--- config.mk ---
export PLATFORM = sky130hd
export DESIGN_NAME = frame_allocator_fifo_lru
export DESIGN_NICKNAME = d
export VERILOG_FILES = /design/src/rtl/core/fal_pkg.sv /design/src/rtl/core/fal_ram.sv /design/src/rtl/core/fal_ctrl.sv /design/src/rtl/core/fal_dp.sv /design/src/rtl/core/frame_allocator_fifo_lru.sv
export SDC_FILE = /design/constraint.sdc
export NUM_CORES = 1
export LEC_CHECK = 0
export BUFFER_PORTS_ARGS = -buffer_cell sky130_fd_sc_hd__buf_4
export CAP_MARGIN = 20
export CORE_MARGIN = 10
export CORE_UTILIZATION = 39
export CTS_BUF_LIST = sky130_fd_sc_hd__clkbuf_16
export DETAILED_ROUTE_END_ITERATION = 16
export GPL_TIMING_DRIVEN = 0
export HOLD_SLACK_MARGIN = 0.15
export SYNTH_ARGS = -nofsm -noshare
export SYNTH_HDL_FRONTEND = slang
export SYNTH_HIERARCHICAL = 1
export SYNTH_SLANG_ARGS = --single-unit
--- constraint.sdc ---
create_clock -name i_clk -period 6.3 [get_ports i_clk]
set_input_delay 0.315 -clock i_clk [delete_from_list [all_inputs] [get_ports i_clk]]
set_output_delay 0.315 -clock i_clk [all_outputs]
set_load 0.1 [all_outputs]
--- src/rtl/core/fal_pkg.sv ---
// ----------------------------------------------------------------------------
// fal_pkg
// Shared widths, register indexes and controller/datapath interface types
// for the frame allocator.
// ----------------------------------------------------------------------------
package fal_pkg;

    // Field and register widths
    localparam int FRAME_W   = 6;
    localparam int CNT_W     = 7;
    localparam int CFG_IDX_W = 1;
    localparam int CFG_DAT_W = 7;

    // Largest capacity the frame number can express
    localparam int CAP_LIMIT = 64;

    // Configuration register indexes
    localparam logic [CFG_IDX_W-1:0] CFG_REPLACE_MODE  = 1'd0;
    localparam logic [CFG_IDX_W-1:0] CFG_FRAMES_IN_USE = 1'd1;

    // Request opcodes
    localparam logic OP_GET   = 1'b0;
    localparam logic OP_TOUCH = 1'b1;

    // Replacement modes
    localparam logic MODE_FIFO = 1'b0;
    localparam logic MODE_LRU  = 1'b1;

    // Commands from controller to datapath (a scan step raises rd_next with scan_adv)
    typedef struct packed {
        logic take;         // latch request, rewind scan pointer to head
        logic grant_new;    // hand out an unused frame, append at tail
        logic rd_head;      // read list head
        logic grant_evict;  // hand out head frame, re-append at tail
        logic rd_ptr;       // read entry at scan pointer
        logic rd_next;      // read entry after scan pointer
        logic scan_adv;     // step scan pointer
        logic rotate;       // move head entry to tail
        logic shift_wr;     // copy next entry down, step scan pointer
        logic put_frame;    // write touched frame at scan pointer
    } t_cmd;

    // Status from datapath to controller
    typedef struct packed {
        logic mode;         // replacement mode
        logic empty;        // list holds no entries
        logic full;         // list at or above capacity
        logic match;        // read data equals touched frame
        logic at_first;     // scan position is the head
        logic at_last;      // scan position is the tail
        logic at_pen;       // scan position is one before the tail
        logic out_free;     // output register can take a result
    } t_sts;

endpackage

--- src/rtl/core/fal_ram.sv ---
// ----------------------------------------------------------------------------
// fal_ram
// Generic simple dual-port RAM: one write port, one read port with
// registered read data held while the read enable is low.
// ----------------------------------------------------------------------------
module fal_ram #(
    parameter int WIDTH = 6,
    parameter int DEPTH = 64
) (
    input  logic                     i_clk,
    input  logic                     i_we,
    input  logic [$clog2(DEPTH)-1:0] i_waddr,
    input  logic [WIDTH-1:0]         i_wdata,
    input  logic                     i_re,
    input  logic [$clog2(DEPTH)-1:0] i_raddr,
    output logic [WIDTH-1:0]         o_rdata
);

    logic [WIDTH-1:0] r_mem [DEPTH];
    logic [WIDTH-1:0] r_rdata;

    // Write port
    always_ff @(posedge i_clk) begin
        if (i_we) begin
            r_mem[i_waddr] <= i_wdata;
        end
    end

    // Registered read port
    always_ff @(posedge i_clk) begin
        if (i_re) begin
            r_rdata <= r_mem[i_raddr];
        end
    end

    assign o_rdata = r_rdata;

endmodule

--- src/rtl/core/fal_ctrl.sv ---
// ----------------------------------------------------------------------------
// fal_ctrl
// Sequencer for the frame allocator: accepts one request at a time and
// steps the datapath through grant, eviction, scan and shift.
// ----------------------------------------------------------------------------
module fal_ctrl (
    input  logic          i_clk,
    input  logic          i_rst_n,
    input  logic          i_in_valid,
    input  logic          i_op,
    input  fal_pkg::t_sts i_sts,
    output fal_pkg::t_cmd o_cmd,
    output logic          o_in_stall
);

    typedef enum logic [2:0] {
        S_IDLE,
        S_GET,
        S_EV_OUT,
        S_SCAN_RD,
        S_SCAN_CMP,
        S_SH_RD,
        S_SH_WR,
        S_PUT
    } t_state;

    t_state        r_state;
    t_state        n_state;
    fal_pkg::t_cmd w_cmd;
    logic          w_accept;

    assign w_accept = i_in_valid && (r_state == S_IDLE);

    // Decode commands and next state
    always_comb begin
        w_cmd   = '0;
        n_state = r_state;
        unique case (r_state)
            S_IDLE: begin
                if (w_accept) begin
                    w_cmd.take = 1'b1;
                    if (i_op == fal_pkg::OP_GET) begin
                        n_state = S_GET;
                    end else if (i_sts.mode == fal_pkg::MODE_LRU && !i_sts.empty) begin
                        n_state = S_SCAN_RD;
                    end
                end
            end
            S_GET: begin
                if (i_sts.full) begin
                    w_cmd.rd_head = 1'b1;
                    n_state       = S_EV_OUT;
                end else if (i_sts.out_free) begin
                    w_cmd.grant_new = 1'b1;
                    n_state         = S_IDLE;
                end
            end
            S_EV_OUT: begin
                if (i_sts.out_free) begin
                    w_cmd.grant_evict = 1'b1;
                    n_state           = S_IDLE;
                end
            end
            S_SCAN_RD: begin
                w_cmd.rd_ptr = 1'b1;
                n_state      = S_SCAN_CMP;
            end
            S_SCAN_CMP: begin
                priority if (i_sts.match && i_sts.at_last) begin
                    n_state = S_IDLE;
                end else if (i_sts.match && i_sts.at_first) begin
                    w_cmd.rotate = 1'b1;
                    n_state      = S_IDLE;
                end else if (i_sts.match) begin
                    w_cmd.rd_next = 1'b1;
                    n_state       = S_SH_WR;
                end else if (i_sts.at_last) begin
                    n_state = S_IDLE;
                end else begin
                    w_cmd.rd_next  = 1'b1;
                    w_cmd.scan_adv = 1'b1;
                end
            end
            S_SH_RD: begin
                w_cmd.rd_next = 1'b1;
                n_state       = S_SH_WR;
            end
            S_SH_WR: begin
                w_cmd.shift_wr = 1'b1;
                n_state        = i_sts.at_pen ? S_PUT : S_SH_RD;
            end
            S_PUT: begin
                w_cmd.put_frame = 1'b1;
                n_state         = S_IDLE;
            end
            default: begin
                n_state = S_IDLE;
            end
        endcase
    end

    // Hold state
    always_ff @(posedge i_clk) begin
        if (!i_rst_n) begin
            r_state <= S_IDLE;
        end else begin
            r_state <= n_state;
        end
    end

    assign o_cmd      = w_cmd;
    assign o_in_stall = (r_state != S_IDLE);

endmodule

--- src/rtl/core/fal_dp.sv ---
// ----------------------------------------------------------------------------
// fal_dp
// Datapath for the frame allocator: configuration registers, the use-order
// list as a circular buffer in RAM, scan pointer and output register.
// ----------------------------------------------------------------------------
module fal_dp #(
    parameter int MAX_FRAMES = 64
) (
    input  logic                            i_clk,
    input  logic                            i_rst_n,
    input  logic                            i_cfg_we,
    input  logic [fal_pkg::CFG_IDX_W-1:0]   i_cfg_idx,
    input  logic [fal_pkg::CFG_DAT_W-1:0]   i_cfg_data,
    input  logic [fal_pkg::FRAME_W-1:0]     i_touched_frame,
    input  logic                            i_out_stall,
    input  fal_pkg::t_cmd                   i_cmd,
    output fal_pkg::t_sts                   o_sts,
    output logic                            o_out_valid,
    output logic [fal_pkg::FRAME_W-1:0]     o_granted_frame,
    output logic                            o_evicted
);

    localparam int L_DEPTH = (MAX_FRAMES < fal_pkg::CAP_LIMIT) ? MAX_FRAMES
                                                               : fal_pkg::CAP_LIMIT;
    localparam int L_PTR_W = $clog2(L_DEPTH);
    localparam logic [L_PTR_W-1:0]        L_PTR_LAST = L_PTR_W'(L_DEPTH - 1);
    localparam logic [fal_pkg::CNT_W-1:0] L_CAP_MAX  = fal_pkg::CNT_W'(L_DEPTH);
    localparam logic [fal_pkg::CNT_W-1:0] L_ONE      = fal_pkg::CNT_W'(1);
    localparam logic [fal_pkg::CNT_W-1:0] L_TWO      = fal_pkg::CNT_W'(2);

    function automatic logic [L_PTR_W-1:0] f_inc(input logic [L_PTR_W-1:0] p);
        return (p == L_PTR_LAST) ? '0 : p + L_PTR_W'(1);
    endfunction

    logic                          r_mode;
    logic [fal_pkg::CNT_W-1:0]     r_frames;
    logic [fal_pkg::FRAME_W-1:0]   r_frame;
    logic [L_PTR_W-1:0]            r_head;
    logic [L_PTR_W-1:0]            r_tail;
    logic [L_PTR_W-1:0]            r_ptr;
    logic [fal_pkg::CNT_W-1:0]     r_count;
    logic [fal_pkg::CNT_W-1:0]     r_idx;
    logic                          r_out_valid;
    logic [fal_pkg::FRAME_W-1:0]   r_granted;
    logic                          r_evicted;

    logic [fal_pkg::CNT_W-1:0]     w_cap;
    logic [fal_pkg::CNT_W-1:0]     w_free_top;
    logic                          w_we;
    logic [L_PTR_W-1:0]            w_waddr;
    logic [fal_pkg::FRAME_W-1:0]   w_wdata;
    logic                          w_re;
    logic [L_PTR_W-1:0]            w_raddr;
    logic [fal_pkg::FRAME_W-1:0]   w_rdata;

    // Clamp capacity to the range the list can hold
    always_comb begin
        if (r_frames == '0) begin
            w_cap = L_ONE;
        end else if (r_frames > L_CAP_MAX) begin
            w_cap = L_CAP_MAX;
        end else begin
            w_cap = r_frames;
        end
    end

    // Next unused frame, handed out from the top down
    assign w_free_top = w_cap - r_count - L_ONE;

    // Steer RAM ports
    always_comb begin
        w_we    = 1'b0;
        w_waddr = r_tail;
        w_wdata = w_free_top[fal_pkg::FRAME_W-1:0];
        if (i_cmd.grant_new) begin
            w_we = 1'b1;
        end else if (i_cmd.grant_evict) begin
            w_we    = 1'b1;
            w_wdata = w_rdata;
        end else if (i_cmd.rotate) begin
            w_we    = 1'b1;
            w_wdata = r_frame;
        end else if (i_cmd.shift_wr) begin
            w_we    = 1'b1;
            w_waddr = r_ptr;
            w_wdata = w_rdata;
        end else if (i_cmd.put_frame) begin
            w_we    = 1'b1;
            w_waddr = r_ptr;
            w_wdata = r_frame;
        end
    end

    assign w_re    = i_cmd.rd_head || i_cmd.rd_ptr || i_cmd.rd_next;
    assign w_raddr = i_cmd.rd_head ? r_head : (i_cmd.rd_ptr ? r_ptr : f_inc(r_ptr));

    fal_ram #(
        .WIDTH (fal_pkg::FRAME_W),
        .DEPTH (L_DEPTH)
    ) u_list (
        .i_clk   (i_clk),
        .i_we    (w_we),
        .i_waddr (w_waddr),
        .i_wdata (w_wdata),
        .i_re    (w_re),
        .i_raddr (w_raddr),
        .o_rdata (w_rdata)
    );

    // Control registers, list pointers and output register
    always_ff @(posedge i_clk) begin
        if (!i_rst_n) begin
            r_mode      <= fal_pkg::MODE_FIFO;
            r_frames    <= fal_pkg::CNT_W'(fal_pkg::CAP_LIMIT);
            r_head      <= '0;
            r_tail      <= '0;
            r_count     <= '0;
            r_out_valid <= 1'b0;
        end else begin
            // Write configuration
            if (i_cfg_we) begin
                unique case (i_cfg_idx)
                    fal_pkg::CFG_REPLACE_MODE:  r_mode   <= i_cfg_data[0];
                    fal_pkg::CFG_FRAMES_IN_USE: r_frames <= i_cfg_data;
                    default: ;
                endcase
            end
            // Advance list pointers
            if (i_cmd.grant_new) begin
                r_tail  <= f_inc(r_tail);
                r_count <= r_count + L_ONE;
            end else if (i_cmd.grant_evict || i_cmd.rotate) begin
                r_head <= f_inc(r_head);
                r_tail <= f_inc(r_tail);
            end
            // Load or drain the output register
            if (i_cmd.grant_new || i_cmd.grant_evict) begin
                r_out_valid <= 1'b1;
            end else if (!i_out_stall) begin
                r_out_valid <= 1'b0;
            end
        end
    end

    // Request and result payload, scan position
    always_ff @(posedge i_clk) begin
        if (i_cmd.take) begin
            r_frame <= i_touched_frame;
            r_ptr   <= r_head;
            r_idx   <= '0;
        end else if (i_cmd.scan_adv || i_cmd.shift_wr) begin
            r_ptr <= f_inc(r_ptr);
            r_idx <= r_idx + L_ONE;
        end
        if (i_cmd.grant_new) begin
            r_granted <= w_free_top[fal_pkg::FRAME_W-1:0];
            r_evicted <= 1'b0;
        end else if (i_cmd.grant_evict) begin
            r_granted <= w_rdata;
            r_evicted <= 1'b1;
        end
    end

    // Report status
    assign o_sts.mode     = r_mode;
    assign o_sts.empty    = (r_count == '0);
    assign o_sts.full     = (r_count >= w_cap);
    assign o_sts.match    = (w_rdata == r_frame);
    assign o_sts.at_first = (r_idx == '0);
    assign o_sts.at_last  = (r_idx == r_count - L_ONE);
    assign o_sts.at_pen   = (r_idx == r_count - L_TWO);
    assign o_sts.out_free = !r_out_valid || !i_out_stall;

    assign o_out_valid     = r_out_valid;
    assign o_granted_frame = r_granted;
    assign o_evicted       = r_evicted;

endmodule

--- src/rtl/core/frame_allocator_fifo_lru.sv ---
// Get: an unused frame is granted from S_GET; an eviction reads the list head in S_GET
//   (one RAM read) and grants it from S_EV_OUT; the next request waits until the grant.
// LRU touch: S_SCAN_RD starts the scan, S_SCAN_CMP compares entries from the head, then
//   S_SH_RD/S_SH_WR shift entries toward the head and S_PUT writes the tail.
// Reset (synchronous, active low) empties the list and restores FIFO mode and a
//   capacity of 64; the list RAM is not cleared and needs no clearing pass.
// ----------------------------------------------------------------------------
// frame_allocator_fifo_lru
// Physical frame allocator with FIFO or LRU replacement over a use-order list.
// ----------------------------------------------------------------------------
module frame_allocator_fifo_lru #(
    parameter int MAX_FRAMES = 64
) (
    input  logic                            i_clk,
    input  logic                            i_rst_n,
    input  logic                            i_cfg_we,
    input  logic [fal_pkg::CFG_IDX_W-1:0]   i_cfg_idx,
    input  logic [fal_pkg::CFG_DAT_W-1:0]   i_cfg_data,
    input  logic                            i_in_valid,
    output logic                            o_in_stall,
    input  logic                            i_op,
    input  logic [fal_pkg::FRAME_W-1:0]     i_touched_frame,
    output logic                            o_out_valid,
    input  logic                            i_out_stall,
    output logic [fal_pkg::FRAME_W-1:0]     o_granted_frame,
    output logic                            o_evicted
);

    fal_pkg::t_cmd w_cmd;
    fal_pkg::t_sts w_sts;

    fal_ctrl u_ctrl (
        .i_clk      (i_clk),
        .i_rst_n    (i_rst_n),
        .i_in_valid (i_in_valid),
        .i_op       (i_op),
        .i_sts      (w_sts),
        .o_cmd      (w_cmd),
        .o_in_stall (o_in_stall)
    );

    fal_dp #(
        .MAX_FRAMES (MAX_FRAMES)
    ) u_dp (
        .i_clk           (i_clk),
        .i_rst_n         (i_rst_n),
        .i_cfg_we        (i_cfg_we),
        .i_cfg_idx       (i_cfg_idx),
        .i_cfg_data      (i_cfg_data),
        .i_touched_frame (i_touched_frame),
        .i_out_stall     (i_out_stall),
        .i_cmd           (w_cmd),
        .o_sts           (w_sts),
        .o_out_valid     (o_out_valid),
        .o_granted_frame (o_granted_frame),
        .o_evicted       (o_evicted)
    );

endmodule

After elaboration in Yosys (flattened, before gate mapping)

Memory sizes are Yosys's and may differ from the RTL's. A register that Yosys moved wholly into a read port is not among the register bits.
Index checks and enable logic that the tools add are counted.

Memory bits (read-only): 0
Register bits after elaboration: 57
Bits in latches: 0
Word-level logic and storage cells: 129
Memories: 1
Input port bits: 20
Output and inout port bits: 9
RAM bits: 384

Memory list:

| memory            | words | bits a word | rd ports | clocked after memory_dff | write ports | RTL line      | source |
|---|---|---|---|---|---|---|---|
| u_dp.u_list.r_mem | 64    | 6           | 1        | 1                        | 1           | fal_ram.sv:19 | `logic [WIDTH-1:0] r_mem [DEPTH];` |

Shift operators: 0
Reduce and logical (&&, ||, !) cells: 25
Equality and inequality tests: 17
Bitwise logic cells: 2
Order comparisons: 2
Div/mod/pow operators: 0
$mul: 0
Add/subtract/negate cells: 9
Mux-type cells: 61

Operator list:

| cell                                                   | count |
|---|---|
| two-way mux 6 bit                                      | 21 |
| two-way mux 3 bit                                      | 10 |
| one-hot mux 3 bit (8 select lines)                     | 1 |
| logical NOT 7 bit                                      | 3 |
| two-way mux 1 bit                                      | 21 |
| adder 6 x 1 -> 6 bit (second input constant)           | 3 |
| equality test 6 bit (second input constant)            | 3 |
| adder 7 x 1 -> 7 bit (second input constant)           | 2 |
| equality test 7 bit                                    | 2 |
| two-way mux 7 bit                                      | 2 |
| equality test 3 bit (second input constant)            | 4 |
| two-way mux 2 bit                                      | 5 |
| greater-or-equal comparator 7 bit                      | 1 |
| greater-than comparator 7 bit (second input constant)  | 1 |
| subtractor 7 x 1 -> 7 bit (second input constant)      | 1 |
| subtractor 7 x 2 -> 7 bit (second input constant)      | 1 |
| equality test 3 x 2 -> 1 bit (second input constant)   | 2 |
| equality test 6 bit                                    | 1 |
| logical OR 1 bit                                       | 6 |
| AND reduction 2 bit                                    | 3 |
| nonzero test 2 bit                                     | 3 |
| subtractor 6 x 1 -> 6 bit (second input constant)      | 1 |
| subtractor 6 bit                                       | 1 |
| inequality test 5 x 1 -> 1 bit (second input constant) | 1 |
| 10 further kinds                                       | 17 |

Logic depth before layout (Yosys ltp)

Gate-level depths: netlist of the first run.

Depth in word-level cells: 12
Depth in mapped cells: 19
Mapped depth without buffers: 16

Modules after synthesis

The synthesis of the first run kept the hierarchy.

Modules (own cells, without submodules):

| module   | instances | cells an instance | sequential area each (um^2) | area an instance (um^2) |
|---|---|---|---|---|
| fal_ram  | 1         | 720               | 11711.2                     | 15285.9 |
| fal_dp   | 1         | 427               | 1261.2                      | 3679.8 |
| fal_ctrl | 1         | 45                | 60.1                        | 299.0 |

Worst setup path before layout of the first run

Ideal clock, no wire load.

Kind: flip-flop to flip-flop
From: reg u_dp/r_frames[1] (netlist bit)
To: mem u_dp.u_list.r_mem[0][5], data pin
Arrival: 5.250 ns
Slack: 0.321 ns
Period minus slack after synthesis: 5.979 ns
Stages on the path, launching flop included: 14
Cells stage by stage: dfxtp_1 -> nor3_1 -> a21oi_1 -> nor2_1 -> ha_1 -> nand2b_1 -> a21o_1 -> a211oi_1 -> o31ai_1 -> nor4b_1 -> buf_2 -> clkbuf_1 -> a21oi_1 -> o32ai_1

RTL lines:

| what                   | RTL line      | source |
|---|---|---|
| start, declared        | fal_dp.sv:36  | `logic [fal_pkg::CNT_W-1:0] r_frames;` |
| start signal, assigned | fal_dp.sv:114 | `r_frames <= fal_pkg::CNT_W'(fal_pkg::CAP_LIMIT);` |
| start signal, assigned | fal_dp.sv:124 | `fal_pkg::CFG_FRAMES_IN_USE: r_frames <= i_cfg_data;` |
| end, declared          | fal_ram.sv:19 |  |

==> metrics.txt, run 1 <==
Setup Skew=0.0256 ns; clk root buf=clkbuf_16; total CTS buffers=47; clock buffer depth=3; Cells after Synth=1192; post-layout net count=1340; xor/xnor share of the synthesized area=1.86%; most frequent CP cell=clkbuf_1; PD cells=321 nW/um^2; die area=58700 sq um; Placed Area=20500 sq um; DRT iter0 DRCs=1162; syn nets=1235; initial antenna violation count=2; Slew Limit Fails=0; Final setup viols=0; Hold Fails Final Rpt=0; crit path DAT=6.26 ns; Synth Flop Type=edfxtp_1; Synth Area in Compound Gates=5.59%; Core ar.=48800 sq um; grt ovf=0; most frequent cells in the layout=408 x edfxtp_1, 107 x nor2_1, 87 x mux4_2; VDD IR max=0.186 mV; Achievable Freq=0.171 GHz; P_int=5.31 mW; number of cells after detailed placement=1889; Reg2Reg Depth=18; post-DP HPWL=31.5 mm; Comb power frac=15.2%; Top Ports=29; filler cell count=4222; Non-Filler Instances=2000; RSZ-0062 raised after global routing=no; EDFF count, synth=408; Starting Density=39.4%; H-tree Lvls=2; via count=10892; Leak=7.18 nW; # DRC=0; Final ANT Viol Nets=0; Worst R2R End=u_dp/u_list/o_rdata[2]; worst skew pair latency=0.59 ns; #FFs+latches synth=447; CP required=6.71 ns; CP max stage delay=0.83 ns; Reg power frac=47.3%; All-Layer GR Usage=16.0%; CTS resizes=0; CTS tree=built; Adder-Cell Fraction of Synth Area=1.53%; class of the worst hold path=in -> reg; fin crit share=92.9%; Seq/Total Area, Yosys=67.6%; total negative slack=0 ns; synthesized area per cell=16.2 sq um; Worst Max-Slew Pin Slew=1.02 ns; fin area=22200 sq um; post-synthesis simple-gate area fraction=7.88%; mapped cell area=19300 sq um; post-synth cell types=75; CP Launch Type=register; Crit. End Element=register; share of layout cells above drive strength 1=19.8%; die height=242 um; multiplexer share of the synthesized area=13.1%; vias in the first global route=11073; Antenna Cells=0; routed length per instance=23.5 um; Clock transition at path regs=0.06 ns; first-pass GRT wire length=71.2 mm; status=finished, final reports clean; routed wire length=47.0 mm; clock power share=37.5%; GPL Wtd Cong=0.844; Net Sw Frac=25.7%; Die W=242 um; CP max-delay cell=clkbuf_1; R2R Setup Slk=0.45 ns; Synth-to-Final Area Change=15.4%; pin count of the biggest net entering global routing=53; net switching power=1.84 mW; Async SR Flop Fraction=0%; via/cell ratio=5.45; PortBufs=26; Final Critical Period=5.85 ns; Hold Startpoint=i_out_stall; Sink Count=447; WHS Endpoint=u_dp/o_out_valid; num rows=81; Crit Path Class=reg -> reg; Slew HR=31.2%; Ys Warns=6; critical path peak fanout=10; R2R Path Start=u_dp/r_frames[2]; Initial DRT Pass Iterations=5; CP cell instances=nor3_1, a21oi_1, nor2_1, ha_1, nand2b_1, a21o_1, a211oi_1, o31ai_1, nor3b_1, clkbuf_1, nand2_1, o21ai_0, clkbuf_1, clkbuf_1, mux4_2, mux2i_1, a211oi_1, a32o_1; largest family of logic cells by synthesized area=multiplexers; Max-Cap Viols=0; most common cell after layout, fill and taps aside=edfxtp_1; hold path cells=3
cell families (layout without fill, tap and decap cells):
group,Yosys count,in the layout
simple gates,306,306
mux,131,131
fa+ha+maj,23,23
compound gates,158,158
buf+inv,86,230
flops,447,447
xor+xnor,41,41
critical path, delay by kind of cell, from the launching register on:
family	cells	cell delay [ns]
AOI/OAI and AO/OA	7	1.77
adders and majority gates	1	0.33
buffers and inverters	3	1.71
DFF	1	0.37
muxes	2	0.55
and+or+nand+nor	5	0.94
synthesized netlist by cell type (8+ instances only):
master    count  area (sq um)
a21oi_1      26           130
o21ai_0      33           165
buf_2        19          95.1
nand2b_1     12          75.1
nor3_1       17          85.1
o22ai_1      12          75.1
nor2_1      107           402
a21boi_0     11          82.6
nand3_1      25           125
nand4_1       8          50.1
mux2i_1      20           200
clkbuf_1     31           116
xor2_1       16           140
mux4_2       87          1960
inv_1        21          78.8
or3_1        10          62.6
edfxtp_1    408         12300
o221ai_1      9          78.8
dfxtp_1      39           781
mux2_2       18           203
xnor2_1      25           219
nand2_1      58           218
and2_1       10          62.6
nor2b_1      19           119
ha_1         22           275
a211oi_1     10          75.1
buf_6         8          90.1
power groups by stage:
stage / Sequential, mW / Clock, mW / Combinational [mW]
floorplan: 3.49 / 0 / 0.619
global placement: 3.48 / 0 / 1.01
detailed placement: 3.44 / 0 / 1.08
CTS: 3.38 / 2.75 / 1.09
global route: 3.38 / 2.86 / 1.15
finish: 3.38 / 2.68 / 1.08
metal layers:
layer / track usage [%] / vias to the layer above / part of all wire, %
li1: - / 4903 / -
met1: 21.0 / 5550 / 42
met2: 26.1 / 356 / 48
met3: 3.27 / 81 / 6.6
met4: 5.16 / 2 / 2.6
met5: 0 / - / 0.028
cell type report:
type / count / area, sq um / share of cell area (%)
Tap cell: 664 / 831 / 3.74
Clock buffer: 48 / 1200 / 5.40
Inverter: 22 / 82.6 / 0.371
Multi-Input combinational cell: 659 / 5840 / 26.3
Timing Repair Buffer: 56 / 566 / 2.54
Clock inverter: 40 / 299 / 1.34
Sequential cell: 447 / 13000 / 58.6
Buffer: 64 / 379 / 1.71
what timing repair did:
item / CTS / global route
buffers inserted: 0 / 0
hold endpoints to repair: 21 / 0
hold buffers: 22 / 0
worst max-delay path by stage:
stage / start / to / cells after the start
after floorplan: u_dp/r_frames[1] / u_dp/u_list/r_mem[0][5] / 13
after global placement: u_dp/r_frames[1] / u_dp/u_list/r_mem[2][5] / 13
after detailed placement: u_dp/r_frames[2] / u_dp/u_list/o_rdata[2] / 18
after CTS: u_dp/r_frames[2] / u_dp/u_list/o_rdata[2] / 18
after global routing: u_dp/r_frames[1] / u_dp/u_list/o_rdata[2] / 18
final: u_dp/r_frames[2] / u_dp/u_list/o_rdata[2] / 18
registers in the layout, summed over array words and instances (netlist names):
name,cells
u_dp/o_granted_frame,6
u_dp/r_mode,1
u_dp/o_out_valid,1
u_ctrl/r_state,3
u_dp/u_list/r_mem,384
u_dp/r_idx,7
u_dp/r_ptr,6
u_dp/r_frame,6
u_dp/o_evicted,1
u_dp/r_head,6
u_dp/r_tail,6
u_dp/u_list/o_rdata,6
u_dp/r_count,7
u_dp/r_frames,7
stage by stage:
step | hold WS, ns | power, mW | setup WS, ns | util [%]
2_1_floorplan | 0.414 | 4.11 | 0.321 | -
3_3_place_gp | 0.465 | 4.49 | -3.43 | 41.5
3_5_place_dp | 0.468 | 4.52 | 0.542 | 42.0
4_1_cts | 0.180 | 7.22 | 0.516 | 45.5
5_1_grt | 0.227 | 7.39 | 0.121 | 45.5
6_report | 0.198 | 7.15 | 0.448 | 45.5
No activity file was read; power rests on OpenSTA's default activity.
==> run 2, diff against run 1 <==
RECOVER_POWER = 50   (was default)
==> metrics.txt, run 2 (synthesized netlist as in run 1, its figures left out) <==
crit path DAT=6.13 ns (-0.13 ns); Hold Fails Final Rpt=0 (unchanged); die height=242 um (unchanged); RSZ-0062 raised after global routing=no; Reg2Reg Depth=18 (unchanged); Power, Total=7.12 mW (-0.35%); CTS tree=built; Crit. End Element=register; hold path cells=3 (unchanged); grt ovf=0 (unchanged); post-layout net count=1340 (unchanged); clk root buf=clkbuf_16; CP required=6.61 ns (-0.10 ns); first-pass GRT wire length=71.2 mm (unchanged); cts hold-fix bufs=22 (unchanged); fin crit share=92.4% (-0.47 points); most frequent cells in the layout=408 x edfxtp_1, 107 x nor2_1, 87 x mux4_2; Antenna Cells=0 (unchanged); DRT iter0 DRCs=1221 (+5.1%); pin count of the biggest net entering global routing=53 (unchanged); post-DP HPWL=31.5 mm (unchanged); routed length per instance=23.5 um (+0.14%); Core ar.=48800 sq um (unchanged); initial antenna violation count=2 (unchanged); total CTS buffers=47 (unchanged); Sink Count=447 (unchanged); All-Layer GR Usage=16.0% (unchanged); Initial DRT Pass Iterations=6 (+1); clock buffer depth=3 (unchanged); Slew HR=-15.2% (-46 points); critical path peak fanout=10 (unchanged); Non-Filler Instances=2000 (unchanged); Final setup viols=0 (unchanged); status=finished, violations left; Max-Cap Viols=3 (+3); Starting Density=39.4% (unchanged); number of cells after detailed placement=1889 (unchanged); class of the worst hold path=in -> reg; Leak=7.09 nW (-1.3%); Worst Max-Slew Pin Slew=1.72 ns (+0.699 ns); worst skew pair latency=0.59 ns (about the same); CTS resizes=0 (unchanged); max reg flops=384 (unchanged); VDD IR max=0.185 mV (-0.31%); violated checks=max-capacitance violations, max-slew violations; CP Launch Type=register; total negative slack=0 ns (unchanged); Final Critical Period=5.82 ns (-0.0299 ns); vias in the first global route=11073 (unchanged); Layout Utilization=45.2% (-0.34 points); PD cells=323 nW/um^2 (+0.41%); Largest Register=u_dp/u_list/r_mem; # DRC=0 (unchanged); final hold slack=0.198 ns (-0.000550 ns); Die W=242 um (unchanged); routed wire length=47.1 mm (+0.14%); Setup Skew=0.0241 ns (-0.00145 ns); PortBufs=26 (unchanged); num rows=81 (unchanged); H-tree Lvls=2 (unchanged); share of layout cells above drive strength 1=18.5% (-1.3 points); Top Ports=29 (unchanged); Clock transition at path regs=0.06 ns (about the same); Crit Path Class=reg -> reg; die area=58700 sq um (unchanged); Achievable Freq=0.172 GHz (+0.51%); most common cell after layout, fill and taps aside=edfxtp_1; Final ANT Viol Nets=0 (unchanged); post-CTS setup buffers=0 (unchanged); via/cell ratio=5.46 (+0.26%); Synth-to-Final Area Change=14.6%; GPL Wtd Cong=0.844 (unchanged); Slew Limit Fails=66 (+66); via count=10920 (+0.26%)
==> run 2: changes by cell type in the layout (fill, tap and decap cells not counted), moves of 2 or more <==
cell      delta
and2_0       +4
and2_1       -4
buf_12       -3
buf_4       -17
clkbuf_1    +14
clkbuf_2     +4
clkbuf_4     +5
o21ai_2      +2
o21ai_4      -2
==> run 2: critical path: stages, from the launching register on <==
cell      delay [ns]
dfxtp_1         0.37
nor3_1          0.07
a21oi_1         0.14
nor2_1          0.09
ha_1            0.33
nand2b_1        0.12
a21o_1          0.12
a211oi_1        0.06
o31ai_1         0.52
nor3b_1         0.59
clkbuf_1        0.35
nand2_1         0.08
o21ai_0         0.08
clkbuf_1        0.54
clkbuf_1        0.83
mux4_2          0.44
mux2i_1         0.32
a211oi_1        0.20
a32o_1          0.29
==> run 2: final timing paths <==
kind | slack (ns) | startpoint | to
max | 0.48 | u_dp/r_frames[2] | u_dp/u_list/o_rdata[2]
min | 0.20 | i_out_stall | u_dp/o_out_valid
max reg2reg | 0.48 | u_dp/r_frames[2] | u_dp/u_list/o_rdata[2]
min reg2reg | 0.48 | u_dp/o_evicted | u_dp/o_evicted
==> run 2: layout make-up <==
cell class	count	area, sq um
multi-input combinational	659	5790
buffer	64	370
clock inverter	40	299
sequential	447	13000
inverter	22	82.6
tap	664	831
clock buffer	48	1200
fill	4245	26800
timing repair buffer	56	465
==> run 2: power by group <==
part           internal, mW  switching [mW]  total, mW
clock                  1.55            1.13       2.68
combinational         0.377           0.678       1.06
sequential             3.36          0.0207       3.38
==> run 2: through the flow <==
step	instance area (sq um)	setup WS (ns)
after global placement	20300	-3.43
after global routing	22100	0.121
after floorplan	19300	0.321
after CTS	22200	0.516
final	22100	0.477
after detailed placement	20500	0.542
==> run 2: layer usage <==
metal,vias up,routed length (um),global-route usage [%]
met1,5562,19900,21.0
met4,2,1280,5.16
met2,369,22700,26.1
met5,-,13,0
li1,4907,-,-
met3,80,3210,3.27
